<file path="src/design/dfs_pkg.sv">
// Shared constants, codes and types of the dataflow firing scheduler.
// No dependencies; the channel interfaces and the scheduler import this package.
`timescale 1ns / 1ps
`default_nettype none

package dfs_pkg;

    // default sizes of the instance and slot stores
    localparam int DEF_INSTANCES    = 16;
    localparam int DEF_PREDECESSORS = 8;
    localparam int DEF_TOKEN_BITS   = 8;

    // fixed field widths
    localparam int CMD_W      = 2;
    localparam int INST_W     = 4;
    localparam int PRED_W     = 3;
    localparam int FIRE_W     = 16;
    localparam int EV_W       = 2;
    localparam int COMP_W     = 32;
    localparam int RUN_W      = 4;
    localparam int MASK_W     = 8;
    localparam int CFG_IDX_W  = 2;
    localparam int CFG_DATA_W = 8;

    // most results one request may cause, and the counter for starts
    localparam int MAX_RESULTS = 16;
    localparam int STARTS_W    = $clog2(MAX_RESULTS);

    // request commands
    localparam logic [CMD_W-1:0] CMD_TOKEN   = 2'd0;
    localparam logic [CMD_W-1:0] CMD_DONE    = 2'd1;
    localparam logic [CMD_W-1:0] CMD_ENQUEUE = 2'd2;

    // event codes
    localparam logic [EV_W-1:0] EV_REQUEST = 2'd0;
    localparam logic [EV_W-1:0] EV_START   = 2'd1;
    localparam logic [EV_W-1:0] EV_DONE    = 2'd2;

    // configuration register indexes
    localparam logic [CFG_IDX_W-1:0] CFG_PARALLELISM = 2'd0;
    localparam logic [CFG_IDX_W-1:0] CFG_PRED_MASK   = 2'd1;

    // per-instance state row
    typedef struct packed {
        logic [FIRE_W-1:0] queued;
        logic [RUN_W-1:0]  running;
        logic [COMP_W-1:0] completed;
    } inst_row_t;

    localparam int INST_ROW_W = $bits(inst_row_t);

    // scheduler sequencer states
    typedef enum logic [1:0] {
        ST_IDLE,
        ST_EXEC,
        ST_EMIT
    } state_t;

endpackage

`default_nettype wire

</file>
<file path="src/design/dfs_ifs.sv">
// Channel interfaces of the dataflow firing scheduler: config, request, event.
// Depends on dfs_pkg for the field widths.
`timescale 1ns / 1ps
`default_nettype none

interface dfs_cfg_if;
    import dfs_pkg::*;
    logic                  valid;
    logic                  ready;
    logic [CFG_IDX_W-1:0]  index;
    logic [CFG_DATA_W-1:0] data;

    modport source (output valid, output index, output data, input ready);
    modport sink   (input valid, input index, input data, output ready);
endinterface

interface dfs_req_if;
    import dfs_pkg::*;
    logic              valid;
    logic              ready;
    logic [CMD_W-1:0]  command;
    logic [INST_W-1:0] instance_req;
    logic [PRED_W-1:0] predecessor;
    logic [FIRE_W-1:0] firing_count;

    modport source (output valid, output command, output instance_req,
                    output predecessor, output firing_count, input ready);
    modport sink   (input valid, input command, input instance_req,
                    input predecessor, input firing_count, output ready);
endinterface

interface dfs_evt_if;
    import dfs_pkg::*;
    logic              valid;
    logic              ready;
    logic [EV_W-1:0]   event_res;
    logic [INST_W-1:0] event_instance;
    logic [COMP_W-1:0] completed_total;
    logic [FIRE_W-1:0] queued_left;
    logic              last;

    modport source (output valid, output event_res, output event_instance,
                    output completed_total, output queued_left, output last,
                    input ready);
    modport sink   (input valid, input event_res, input event_instance,
                    input completed_total, input queued_left, input last,
                    output ready);
endinterface

`default_nettype wire

</file>
<file path="src/design/dfs_ram.sv">
// Generic single-write, single-read synchronous RAM with registered read data.
// Depends on nothing but its parameters.
`timescale 1ns / 1ps
`default_nettype none

module dfs_ram #(
    parameter int WIDTH = 8,
    parameter int DEPTH = 16,
    localparam int AW   = (DEPTH > 1) ? $clog2(DEPTH) : 1
)(
    input  logic             clk,
    input  logic             we,
    input  logic [AW-1:0]    waddr,
    input  logic [WIDTH-1:0] wdata,
    input  logic [AW-1:0]    raddr,
    output logic [WIDTH-1:0] rdata
);

    logic [WIDTH-1:0] mem [DEPTH];

    // write port
    always_ff @(posedge clk)
    begin
        if (we)
        begin
            mem[waddr] <= wdata;
        end
    end

    // registered read port
    always_ff @(posedge clk)
    begin
        rdata <= mem[raddr];
    end

endmodule

`default_nettype wire

</file>
<file path="src/design/dataflow_firing_scheduler.sv">
// Dataflow firing scheduler: token counting, firing queue and execution starts.
// Depends on dfs_pkg, the channel interfaces in dfs_ifs and the dfs_ram memory.
//
// Usage:
//   cfg : register writes (index 0 parallelism degree, 1 predecessor mask),
//         always ready; write only while the block is idle.
//   req : one request at a time (token, completion or enqueue) for an instance.
//   evt : result events, each with the instance, its completion total and the
//         firings still queued; last marks the final event of a request.
// Sequence: a request is taken, its instance row and token row are read from
//   the two state memories in the next cycle and modified; then one event
//   leaves per cycle through the output register while evt takes them. A
//   request causes 1 to 16 events, or none.
// Reset: all counters read as zero (per-row valid bits, no clearing pass),
//   parallelism degree 1, no predecessor connected.
// Stall: while evt is not taken the output register holds its event and the
//   next event waits; a new request is taken as soon as the last event of the
//   previous one sits in the output register.
`timescale 1ns / 1ps
`default_nettype none

module dataflow_firing_scheduler
    import dfs_pkg::*;
#(
    parameter int INSTANCES    = DEF_INSTANCES,
    parameter int PREDECESSORS = DEF_PREDECESSORS,
    parameter int TOKEN_BITS   = DEF_TOKEN_BITS
)(
    input  logic      clk,
    input  logic      rst_n,
    dfs_cfg_if.sink   cfg,
    dfs_req_if.sink   req,
    dfs_evt_if.source evt
);

    localparam int IW        = (INSTANCES > 1) ? $clog2(INSTANCES) : 1;
    localparam int PW        = (PREDECESSORS > 1) ? $clog2(PREDECESSORS) : 1;
    localparam int TOK_ROW_W = PREDECESSORS * TOKEN_BITS;

    typedef logic [PREDECESSORS-1:0][TOKEN_BITS-1:0] tok_row_t;

    // configuration
    logic [RUN_W-1:0]  deg_reg;
    logic [MASK_W-1:0] mask_reg;
    logic [PREDECESSORS-1:0] conn;

    // sequencer
    state_t state_reg, state_next;
    logic   req_take;
    logic   req_ok;

    // latched request
    logic [CMD_W-1:0]  cmd_reg;
    logic [INST_W-1:0] inst_req_reg;
    logic [PRED_W-1:0] pred_reg;
    logic [FIRE_W-1:0] n_reg;
    logic [IW-1:0]     inst_idx;
    logic [IW-1:0]     rd_idx;

    // state memories and their valid bits
    logic [INSTANCES-1:0] tok_vld_reg;
    logic [INSTANCES-1:0] inst_vld_reg;
    logic                 tok_we;
    logic                 inst_we;
    logic [TOK_ROW_W-1:0] tok_rdata;
    logic [INST_ROW_W-1:0] inst_rdata;
    tok_row_t             tok_cur, tok_bump, tok_next;
    inst_row_t            row_cur, row_wr;
    logic [PW-1:0]        pred_idx;
    logic                 slot_ok;
    logic                 tok_all;

    // values worked out in the modify cycle
    logic [FIRE_W:0]   q_sum;
    logic [FIRE_W-1:0] x_q;
    logic [RUN_W-1:0]  x_run;
    logic [COMP_W-1:0] x_comp;
    logic [EV_W-1:0]   x_ev;
    logic              x_lim_one;
    logic              x_events;

    // working registers of the event sequence
    logic [FIRE_W-1:0]   q_reg;
    logic [RUN_W-1:0]    run_reg;
    logic [COMP_W-1:0]   comp_reg;
    logic [EV_W-1:0]     ev_reg;
    logic                lim_one_reg;
    logic [STARTS_W-1:0] starts_reg;
    logic                first_reg;
    logic [STARTS_W-1:0] lim;

    // next event
    logic [EV_W-1:0]     e_ev;
    logic [FIRE_W-1:0]   e_q;
    logic [RUN_W-1:0]    e_run;
    logic [STARTS_W-1:0] e_starts;
    logic                e_last;

    // output register
    logic              evt_valid_reg;
    logic              evt_valid_next;
    logic [EV_W-1:0]   evt_res_reg;
    logic [INST_W-1:0] evt_inst_reg;
    logic [COMP_W-1:0] evt_comp_reg;
    logic [FIRE_W-1:0] evt_q_reg;
    logic              evt_last_reg;
    logic              slot_free;
    logic              load_evt;

    function automatic logic can_start(
        input logic [RUN_W-1:0]    run,
        input logic [RUN_W-1:0]    deg,
        input logic [FIRE_W-1:0]   q,
        input logic [STARTS_W-1:0] starts,
        input logic [STARTS_W-1:0] limit
    );
        return (run < deg) && (q != '0) && (starts < limit);
    endfunction

    // configuration writes
    assign cfg.ready = 1'b1;

    always_ff @(posedge clk or negedge rst_n)
    begin
        if (!rst_n)
        begin
            deg_reg  <= RUN_W'(1);
            mask_reg <= '0;
        end
        else if (cfg.valid)
        begin
            unique case (cfg.index)
                CFG_PARALLELISM: deg_reg  <= cfg.data[RUN_W-1:0];
                CFG_PRED_MASK:   mask_reg <= cfg.data[MASK_W-1:0];
                default:         ;
            endcase
        end
    end

    // connected slots; slots past the mask width never connect
    for (genvar p = 0; p < PREDECESSORS; p++)
    begin : g_conn
        if (p < MASK_W)
        begin : g_in
            assign conn[p] = mask_reg[p];
        end
        else
        begin : g_out
            assign conn[p] = 1'b0;
        end
    end

    // request decode
    assign req_take = req.valid && req.ready;
    assign req_ok   = (req.command == CMD_TOKEN || req.command == CMD_DONE ||
                       req.command == CMD_ENQUEUE) &&
                      (32'(req.instance_req) < 32'(INSTANCES));
    assign inst_idx = IW'(inst_req_reg);
    assign rd_idx   = (state_reg == ST_IDLE) ? IW'(req.instance_req) : inst_idx;

    // state memories
    dfs_ram #(
        .WIDTH (TOK_ROW_W),
        .DEPTH (INSTANCES)
    ) u_tok_ram (
        .clk   (clk),
        .we    (tok_we),
        .waddr (inst_idx),
        .wdata (tok_next),
        .raddr (rd_idx),
        .rdata (tok_rdata)
    );

    dfs_ram #(
        .WIDTH (INST_ROW_W),
        .DEPTH (INSTANCES)
    ) u_inst_ram (
        .clk   (clk),
        .we    (inst_we),
        .waddr (inst_idx),
        .wdata (row_wr),
        .raddr (rd_idx),
        .rdata (inst_rdata)
    );

    // token row update: bump the sending slot, consume a set when complete
    assign pred_idx = PW'(pred_reg);
    assign slot_ok  = (cmd_reg == CMD_TOKEN) &&
                      (32'(pred_reg) < 32'(PREDECESSORS)) && conn[pred_idx];

    always_comb
    begin
        tok_all = 1'b1;
        for (int p = 0; p < PREDECESSORS; p++)
        begin
            tok_cur[p]  = tok_vld_reg[inst_idx] ? tok_rdata[p*TOKEN_BITS +: TOKEN_BITS]
                                                : '0;
            tok_bump[p] = (slot_ok && (PW'(p) == pred_idx) && (tok_cur[p] != '1))
                          ? tok_cur[p] + 1'b1 : tok_cur[p];
            if (conn[p] && (tok_bump[p] == '0))
            begin
                tok_all = 1'b0;
            end
        end
        for (int p = 0; p < PREDECESSORS; p++)
        begin
            tok_next[p] = (tok_all && conn[p]) ? tok_bump[p] - 1'b1 : tok_bump[p];
        end
    end

    // instance row update for the request
    assign row_cur = inst_vld_reg[inst_idx] ? inst_row_t'(inst_rdata) : '0;

    always_comb
    begin
        x_q       = row_cur.queued;
        x_run     = row_cur.running;
        x_comp    = row_cur.completed;
        x_ev      = EV_REQUEST;
        x_lim_one = 1'b0;
        x_events  = 1'b0;
        q_sum     = {1'b0, row_cur.queued};
        unique case (cmd_reg)
            CMD_TOKEN:
            begin
                q_sum    = {1'b0, row_cur.queued} + (FIRE_W + 1)'(1);
                x_q      = q_sum[FIRE_W] ? '1 : q_sum[FIRE_W-1:0];
                x_events = slot_ok && tok_all;
            end
            CMD_DONE:
            begin
                x_run     = (row_cur.running != '0) ? row_cur.running - 1'b1
                                                    : row_cur.running;
                x_comp    = row_cur.completed + 1'b1;
                x_ev      = EV_DONE;
                x_lim_one = 1'b1;
                x_events  = 1'b1;
            end
            CMD_ENQUEUE:
            begin
                q_sum    = {1'b0, row_cur.queued} + {1'b0, n_reg};
                x_q      = q_sum[FIRE_W] ? '1 : q_sum[FIRE_W-1:0];
                x_events = 1'b1;
            end
            default:
            begin
                x_events = 1'b0;
            end
        endcase
    end

    // next event: the leading event, then one start per cycle while the output register is free
    assign lim = lim_one_reg ? STARTS_W'(1) : STARTS_W'(MAX_RESULTS - 1);

    always_comb
    begin
        if (first_reg)
        begin
            e_ev     = ev_reg;
            e_q      = q_reg;
            e_run    = run_reg;
            e_starts = starts_reg;
        end
        else
        begin
            e_ev     = EV_START;
            e_q      = q_reg - 1'b1;
            e_run    = run_reg + 1'b1;
            e_starts = starts_reg + 1'b1;
        end
        e_last = !can_start(e_run, deg_reg, e_q, e_starts, lim);
    end

    assign row_wr    = '{queued: e_q, running: e_run, completed: comp_reg};
    assign slot_free = !evt_valid_reg || evt.ready;

    // sequencer next state
    always_comb
    begin
        state_next = state_reg;
        unique case (state_reg)
            ST_IDLE:
            begin
                if (req_take && req_ok)
                begin
                    state_next = ST_EXEC;
                end
            end
            ST_EXEC:
            begin
                state_next = x_events ? ST_EMIT : ST_IDLE;
            end
            ST_EMIT:
            begin
                if (slot_free && e_last)
                begin
                    state_next = ST_IDLE;
                end
            end
            default:
            begin
                state_next = ST_IDLE;
            end
        endcase
    end

    // sequencer outputs
    always_comb
    begin
        req.ready = 1'b0;
        tok_we    = 1'b0;
        inst_we   = 1'b0;
        load_evt  = 1'b0;
        unique case (state_reg)
            ST_IDLE:
            begin
                req.ready = 1'b1;
            end
            ST_EXEC:
            begin
                tok_we = slot_ok;
            end
            ST_EMIT:
            begin
                load_evt = slot_free;
                inst_we  = slot_free && e_last;
            end
            default:
            begin
                req.ready = 1'b0;
            end
        endcase
    end

    // control registers
    assign evt_valid_next = load_evt ? 1'b1 : (evt.ready ? 1'b0 : evt_valid_reg);

    always_ff @(posedge clk or negedge rst_n)
    begin
        if (!rst_n)
        begin
            state_reg     <= ST_IDLE;
            first_reg     <= 1'b0;
            evt_valid_reg <= 1'b0;
            tok_vld_reg   <= '0;
            inst_vld_reg  <= '0;
        end
        else
        begin
            state_reg     <= state_next;
            evt_valid_reg <= evt_valid_next;
            if (state_reg == ST_EXEC)
            begin
                first_reg <= 1'b1;
            end
            else if (load_evt)
            begin
                first_reg <= 1'b0;
            end
            if (tok_we)
            begin
                tok_vld_reg[inst_idx] <= 1'b1;
            end
            if (inst_we)
            begin
                inst_vld_reg[inst_idx] <= 1'b1;
            end
        end
    end

    // request latch
    always_ff @(posedge clk)
    begin
        if (req_take)
        begin
            cmd_reg      <= req.command;
            inst_req_reg <= req.instance_req;
            pred_reg     <= req.predecessor;
            n_reg        <= req.firing_count;
        end
    end

    // working registers of the event sequence
    always_ff @(posedge clk)
    begin
        if (state_reg == ST_EXEC)
        begin
            q_reg       <= x_q;
            run_reg     <= x_run;
            comp_reg    <= x_comp;
            ev_reg      <= x_ev;
            lim_one_reg <= x_lim_one;
            starts_reg  <= '0;
        end
        else if (load_evt)
        begin
            q_reg      <= e_q;
            run_reg    <= e_run;
            starts_reg <= e_starts;
        end
    end

    // output register payload
    always_ff @(posedge clk)
    begin
        if (load_evt)
        begin
            evt_res_reg  <= e_ev;
            evt_inst_reg <= inst_req_reg;
            evt_comp_reg <= comp_reg;
            evt_q_reg    <= e_q;
            evt_last_reg <= e_last;
        end
    end

    assign evt.valid           = evt_valid_reg;
    assign evt.event_res       = evt_res_reg;
    assign evt.event_instance  = evt_inst_reg;
    assign evt.completed_total = evt_comp_reg;
    assign evt.queued_left     = evt_q_reg;
    assign evt.last            = evt_last_reg;

    // a start never pushes the running count past the degree
    a_start_within_degree: assert property (@(posedge clk) disable iff (!rst_n)
        load_evt && !first_reg |-> e_run <= deg_reg)
        else $error("start exceeds parallelism degree");

    // a start always takes a queued firing
    a_start_has_firing: assert property (@(posedge clk) disable iff (!rst_n)
        load_evt && !first_reg |-> q_reg != '0)
        else $error("start with empty queue");

    // a completion starts at most one execution
    a_done_one_start: assert property (@(posedge clk) disable iff (!rst_n)
        state_reg == ST_EMIT && lim_one_reg && !first_reg |-> starts_reg == '0)
        else $error("completion started more than one execution");

    // the last event of a request hands control back
    a_last_to_idle: assert property (@(posedge clk) disable iff (!rst_n)
        load_evt && e_last |=> state_reg == ST_IDLE)
        else $error("sequencer not idle after last event");

    // no request is taken while events are being produced
    a_no_take_in_emit: assert property (@(posedge clk) disable iff (!rst_n)
        state_reg == ST_EMIT |-> !req.ready)
        else $error("request taken during event sequence");

endmodule

`default_nettype wire
</file>
<file path="src/flat_wrapper.sv">
// flat-port wrapper written by rule: the top's interface ports become plain ports
module dataflow_firing_scheduler_flat import dfs_pkg::*;
#(
    parameter int INSTANCES    = DEF_INSTANCES,
    parameter int PREDECESSORS = DEF_PREDECESSORS,
    parameter int TOKEN_BITS   = DEF_TOKEN_BITS
)
  (clk, rst_n, cfg_valid, cfg_index, cfg_data, cfg_ready, req_valid, req_command, req_instance_req, req_predecessor, req_firing_count, req_ready, evt_valid, evt_event_res, evt_event_instance, evt_completed_total, evt_queued_left, evt_last, evt_ready);
  dfs_cfg_if cfg_i ();
  dfs_req_if req_i ();
  dfs_evt_if evt_i ();
  input  logic clk;
  input  logic rst_n;
  input wire logic [$bits(cfg_i.valid)-1:0] cfg_valid;
  input wire logic [$bits(cfg_i.index)-1:0] cfg_index;
  input wire logic [$bits(cfg_i.data)-1:0] cfg_data;
  output wire logic [$bits(cfg_i.ready)-1:0] cfg_ready;
  input wire logic [$bits(req_i.valid)-1:0] req_valid;
  input wire logic [$bits(req_i.command)-1:0] req_command;
  input wire logic [$bits(req_i.instance_req)-1:0] req_instance_req;
  input wire logic [$bits(req_i.predecessor)-1:0] req_predecessor;
  input wire logic [$bits(req_i.firing_count)-1:0] req_firing_count;
  output wire logic [$bits(req_i.ready)-1:0] req_ready;
  output wire logic [$bits(evt_i.valid)-1:0] evt_valid;
  output wire logic [$bits(evt_i.event_res)-1:0] evt_event_res;
  output wire logic [$bits(evt_i.event_instance)-1:0] evt_event_instance;
  output wire logic [$bits(evt_i.completed_total)-1:0] evt_completed_total;
  output wire logic [$bits(evt_i.queued_left)-1:0] evt_queued_left;
  output wire logic [$bits(evt_i.last)-1:0] evt_last;
  input wire logic [$bits(evt_i.ready)-1:0] evt_ready;
  assign cfg_i.valid = cfg_valid;
  assign cfg_i.index = cfg_index;
  assign cfg_i.data = cfg_data;
  assign cfg_ready = cfg_i.ready;
  assign req_i.valid = req_valid;
  assign req_i.command = req_command;
  assign req_i.instance_req = req_instance_req;
  assign req_i.predecessor = req_predecessor;
  assign req_i.firing_count = req_firing_count;
  assign req_ready = req_i.ready;
  assign evt_valid = evt_i.valid;
  assign evt_event_res = evt_i.event_res;
  assign evt_event_instance = evt_i.event_instance;
  assign evt_completed_total = evt_i.completed_total;
  assign evt_queued_left = evt_i.queued_left;
  assign evt_last = evt_i.last;
  assign evt_i.ready = evt_ready;
  dataflow_firing_scheduler #(.INSTANCES(INSTANCES), .PREDECESSORS(PREDECESSORS), .TOKEN_BITS(TOKEN_BITS)) u_core (.clk(clk), .rst_n(rst_n), .cfg(cfg_i), .req(req_i), .evt(evt_i));
endmodule
</file>
<file path="config.mk">
export PLATFORM = sky130hd
export DESIGN_NAME = dataflow_firing_scheduler_flat
export DESIGN_NICKNAME = d
export VERILOG_FILES = /design/src/design/dfs_pkg.sv /design/src/design/dfs_ifs.sv /design/src/design/dfs_ram.sv /design/src/design/dataflow_firing_scheduler.sv /design/src/flat_wrapper.sv
export SDC_FILE = /design/constraint.sdc
export NUM_CORES = 2
export LEC_CHECK = 0
export BUFFER_PORTS_ARGS = -buffer_cell sky130_fd_sc_hd__buf_2
export CAP_MARGIN = 15
export CORE_MARGIN = 3
export CORE_UTILIZATION = 65
export CTS_CLUSTER_SIZE = 10
export DETAILED_ROUTE_END_ITERATION = 10
export PLACE_DENSITY_LB_ADDON = 0.2
export SETUP_SLACK_MARGIN = 0.3
export SYNTH_ARGS = -nofsm -noshare
export SYNTH_HDL_FRONTEND = slang
export SYNTH_SLANG_ARGS = --single-unit
export TNS_END_PERCENT = 30
</file>
<file path="constraint.sdc">
create_clock -name clk -period 18 [get_ports clk]
set_clock_uncertainty 0.15 [all_clocks]
set_input_delay 0.9 -clock clk [delete_from_list [all_inputs] [get_ports clk]]
set_output_delay 0.9 -clock clk [all_outputs]
set_load 0.02 [all_outputs]
</file>
# == After elaboration in Yosys (flattened, before gate mapping) ==
# Memories as Yosys holds them, arrays and structs flattened. A register that Yosys moved wholly into a read port is not among the register bits.
# Index checks and enable logic that the tools add are counted.
# classes
n_mux,75
reduce_logical,66
add_sub_neg,23
bitwise_logic,2
n_eq_ne,24
order_cmp,5
# op_table
op,count
8-bit two-way mux,24
16-bit two-way mux,5
"8-bit by 1-bit adder with 8-bit output, second input constant",8
8-bit logical NOT,8
"8-bit != test, second input constant",8
"8-bit by 1-bit subtractor with 8-bit output, second input constant",8
52-bit two-way mux,1
1-bit logical AND,40
"32-bit by 1-bit adder with 32-bit output, second input constant",1
32-bit two-way mux,1
4-bit two-way mux,8
16-bit OR,2
16-bit one-hot mux with 2 select lines,1
1-bit two-way mux,25
"16-bit by 1-bit adder with 17-bit output, second input constant",1
16-bit by 16-bit adder with 17-bit output,1
16-bit nonzero test,1
"16-bit by 1-bit subtractor with 16-bit output, second input constant",1
"3-bit equality test, first input constant",4
"4-bit by 1-bit adder with 4-bit output, second input constant",2
1-bit binary-select mux with 4-bit select,2
"2-bit by 1-bit equality test with 1-bit output, second input constant",4
2-bit logical NOT,4
4-bit less-than comparator,2
other kinds (21),33
# word_totals
register_bits,187
mem_count,2
wordCells,219
input_bits,40
output_inout_bits,58
mem_bits_rw,1856
# mem_list
memory,words,width,read_ports,rd_ports_with_merged_regs,write_ports,line_no,source
u_core.u_tok_ram.mem,16,64,1,1,1,dfs_ram.sv:19,logic [WIDTH-1:0] mem [DEPTH];
u_core.u_inst_ram.mem,16,52,1,1,1,dfs_ram.sv:19,

# == Logic depth before layout (Yosys ltp) ==
# logic_depth
depth_word,20
mapped_depth,27
mapped_depth_nobuf,20

# == Cells and area by module ==
# Synthesis repeated with hierarchy kept, for this count alone.
# hier_totals
cells_unflattened,4444
hier_area_um2,85440.7
# by_module_without_submodules
mod,seq_area_each_um2,n_inst,cells_per_inst,area_per_inst_um2
dfs_ram at u_core.u_tok_ram,32030.7,1,1647,39559.2
dfs_ram at u_core.u_inst_ram,26025.0,1,1344,32215.9
dataflow_firing_scheduler,5276.3,1,1453,13665.6

# == Worst setup path before layout ==
# No wires, ideal clock.
# synth_timing
path_type,reg-to-reg
start,"register u_core.inst_req_reg[0], in the netlist u_core.inst_idx[0]"
end,memory u_core.u_tok_ram.mem[0][4] in the netlist's numbering (data pin)
arrival_time_ns,6.496
path_slack_ns,11.007
synth_period_minus_slack_ns,6.993
required_time_ns,17.502
stages_incl_launch_ff,26
path_buffers,9
cell_sequence,edfxtp_1 > clkbuf_1 > nor2_1 > o22ai_1 > buf_2 > buf_2 > buf_2 > clkbuf_1 > clkbuf_1 > clkbuf_1 > buf_1 > and2_1 > ha_1 > nand3_1 > nor2b_1 > nor2_1 > a221oi_1 > inv_1 > ha_1 > and4b_1 > or4_4 > nor4_4 > buf_6 > nand3_2 > o2bb2ai_1 > a221oi_1
# synth_lines
element,line_no,source
from (decl),dataflow_firing_scheduler.sv:54,logic [INST_W-1:0] inst_req_reg;
from (signal assigned),dataflow_firing_scheduler.sv:377,inst_req_reg <= req.instance_req;
to (decl),dfs_ram.sv:19,

==> results_dict.tcl <==
set metrics [dict create \
    outcome "complete, no violations" \
    cp_cell_sequence "mux2_2, o221ai_1, o22ai_4, buf_4, and2_1, ha_1, and3_1, nand3_1, nor2_1, nor2_1, mux2i_1, ha_1, nand2_1, a211oi_1, or4_4, nor4_4, buf_4, nand4_1, xor2_1" \
    tns_ns 0 \
    fin_ws_ns 9.60 \
    first_iter_violations 5617 \
    track_usage_pct 29.6 \
    crit_slowest_cell "xor2_1" \
    period_share_pct 46.7 \
    synth_top_area_cell "edfxtp_1" \
    rows 132 \
    largest_reg_flops 1024 \
    synth_flop_cell "edfxtp_1" \
    ant_nets 0 \
    rsz0062_at_grt "false" \
    critPathArrivalTime_ns 8.75 \
    path_clk_slew_ns 0.06 \
    critPathKind "flip-flop to flip-flop" \
    yosys.area.top_type_share_pct 69.7 \
    drc 0 \
    avgSynthCellArea_sq_um 18.3 \
    die_x_um 369 \
    fin_crit_ns 8.40 \
    cts_root_buf "clkbuf_16" \
    place_ws_ns 9.74 \
    io_buffers 96 \
    final_util_pct 73.5 \
    stdcell_count 6833 \
    fp.dieArea_sq_um 136000 \
    required_ns 18.34 \
    regMostFlops "u_core.u_tok_ram.mem" \
    placed_cells 6381 \
    p_leak_nw 31.3 \
    reg_top3 "u_core.u_tok_ram.mem x1024, u_core.u_inst_ram.mem x832, u_core.u_tok_ram.rdata x64" \
    io_pins 98 \
    tritoncts "built" \
    post_cts_resized 0 \
    slew_headroom_pct 22.2 \
    die_h_um 369 \
    htree_levels 4 \
    fmax_ghz 0.119 \
    cts-hold-fix-buffers 0 \
    finalHoldViolCount 0 \
    routedWlPerCell_um 29.0 \
    synth_area_sq_um 85700 \
    grt_pass1_wl_um 296000 \
    totalWireLength_um 198000 \
    setup_viol 0 \
    cp_slowest_stage_delay_ns 0.90 \
    p_per_area_nw_per_um2 154 \
    p_total_mw 14.7 \
    clk_latency_ns 0.85 \
    cts_max_path_buffers 3 \
    dp_hpwl_um 98400 \
    yosysWarningCount 0 \
    ir_worst_vdd_mv 0.114 \
    route.vias.total 45700 \
    post_cts_buffers 0 \
    start_util_pct 65.8 \
    tightest_slew_ns 1.17 \
    syn_nets 4763 \
    fillCellCount 7525 \
    coreArea_sq_um 130000 \
    first_pass_iters 7 \
    antenna_found_initial 4 \
    startpoint_type "flip-flop" \
    layout-drive-gt1-share_pct 20.9 \
    yosys_register_bits 2157 \
    async_reset_ff_share_pct 2.23 \
    maxCapViolCount 0 \
    cts_made_buffers 234 \
    crit_family "simple AND/OR/NAND/NOR gates" \
    worstHoldPathType "primary input to async pin" \
    cts.sinks 2157 \
    vias_per_cell 6.69 \
    synthToLayoutAreaGrowth_pct 11.6 \
    grt_max_degree 164 \
    finalMaxSlewViolations 0 \
    critPathBufInv 2 \
    fin_nets 4980 \
    synthTopCellsByArea "edfxtp_1 70%, mux4_2 12%, dfxtp_1 2.8%" \
    critPathCaptureType "flip-flop" \
    synth.distinct_cells 86 \
    grt_pass1_vias 46400 \
    crit_fanout 60 \
    place.gp.congestion 0.862 \
    overflow 0 \
    synth_edf_count 1989 \
    synth-seq-area-share_pct 73.9 \
    synthesis.instances 4669 \
]
-- layer usage --
| metal | global-route usage (%) | part of all wire [%] | wire length [um] |
|---|---|---|---|
| met2 | 49.0 | 50 | 100000 |
| met5 | 0 | 0.0066 | 13 |
| met3 | 5.08 | 8.3 | 16300 |
| met4 | 9.63 | 3.0 | 5870 |
| met1 | 41.0 | 38 | 75800 |
-- cell usage after synthesis (all sizes together) (5+ instances only) --
cell type and n:
a211o 5, a211oi 120, a21o 6, a21oi 42, a22oi 11, a31oi 132, and2 152, and3 30
and4 6, buf 78, clkbuf 161, dfrtp 47, dfxtp 120, edfxtp 1989, ha 53, inv 34
mux2 20, mux2i 32, mux4 472, nand2 402, nand2b 18, nand3 88, nand3b 9, nand4 41
nor2 174, nor2b 17, nor3 44, nor3b 8, nor4 15, o211ai 8, o21a 10, o21ai 72
o22ai 9, o31ai 6, o32ai 7, or2 42, or3 8, xnor2 63, xor2 60
-- report_power, final --
part	total, mW	switching (mW)	internal (mW)
Combinational	3.41	2.16	1.25
Clock	4.32	1.86	2.46
Sequential	6.97	0.372	6.60
-- worst register-to-register path: stages (launching register included) --
cell	delay, ns
edfxtp_1	0.87
mux2_2	0.31
o221ai_1	0.22
o22ai_4	0.65
buf_4	0.70
and2_1	0.32
ha_1	0.26
and3_1	0.26
nand3_1	0.19
nor2_1	0.26
nor2_1	0.13
mux2i_1	0.21
ha_1	0.25
nand2_1	0.07
a211oi_1	0.09
or4_4	0.58
nor4_4	0.67
buf_4	0.61
nand4_1	0.35
xor2_1	0.90
-- cell families (layout without fill, tap and decap cells) --
group                    count (synthesis)  in the layout  share of synthesized area (%)
adder cells (fa/ha/maj)                 54             54                          0.798
AO/OA/AOI/OAI                          471            471                           3.68
other                                    1              2                        0.00438
multiplexers                           524            524                           13.0
buffers and inverters                  274            695                           1.23
flip-flops                            2157           2157                           73.9
AND/OR/NAND/NOR                       1065           1065                           6.05
XOR/XNOR                               123            123                           1.26
-- placed cells by master (no fill, tap or decap), types with 31 or more instances in the layout --
cell / instances
nor3_1: 43
xnor2_1: 62
nor2_4: 32
a31oi_1: 132
buf_4: 118
or2_2: 41
dfxtp_1: 120
nor2_1: 142
edfxtp_1: 1989
ha_1: 53
clkbuf_16: 235
mux4_2: 472
xor2_1: 60
a211oi_1: 120
nand3_1: 84
nand2_1: 402
o21ai_0: 67
clkbuf_1: 189
dfrtp_1: 47
and2_1: 150
inv_1: 31
a21oi_1: 41
nand4_1: 40
buf_2: 96
-- metrics by stage --
step | hold WS [ns] | cell area (sq um)
after CTS | 0.0282 | 95500
after global routing | 0.0570 | 95600
final | 0.0802 | 95600
after floorplan | 0.271 | 85700
after global placement | 0.295 | 88600
after detailed placement | 0.299 | 88600
-- path summary, 6_finish.rpt --
path / startpoint / end / slack [ns] / cells after the start
max: u_core.inst_idx[1] / u_core.u_tok_ram.mem[14][59] / 9.60 / 19
min: rst_n / u_core.evt.valid / 0.08 / 2
max reg2reg: u_core.inst_idx[1] / u_core.u_tok_ram.mem[14][59] / 9.60 / 19
min reg2reg: u_core.tok_vld_reg[0] / u_core.tok_vld_reg[0] / 0.31 / 1
max in group asynchronous: rst_n / u_core.conn[5] / 17.03 / 2
min in group clk: req_firing_count[9] / u_core.n_reg[9] / 0.08 / 1
-- cell type report --
class / count / area (sq um) / area share [%]
antenna: 1 / 2.50 / 0.00262
clock buffer: 426 / 6620 / 6.92
clock inverter: 14 / 289 / 0.302
inverter: 35 / 133 / 0.139
multi-input combinational: 2238 / 21600 / 22.6
sequential: 2157 / 63300 / 66.2
tap: 1742 / 2180 / 2.28
timing repair buffer: 220 / 1460 / 1.52
Note: power is estimated with default switching activity, not from simulation.
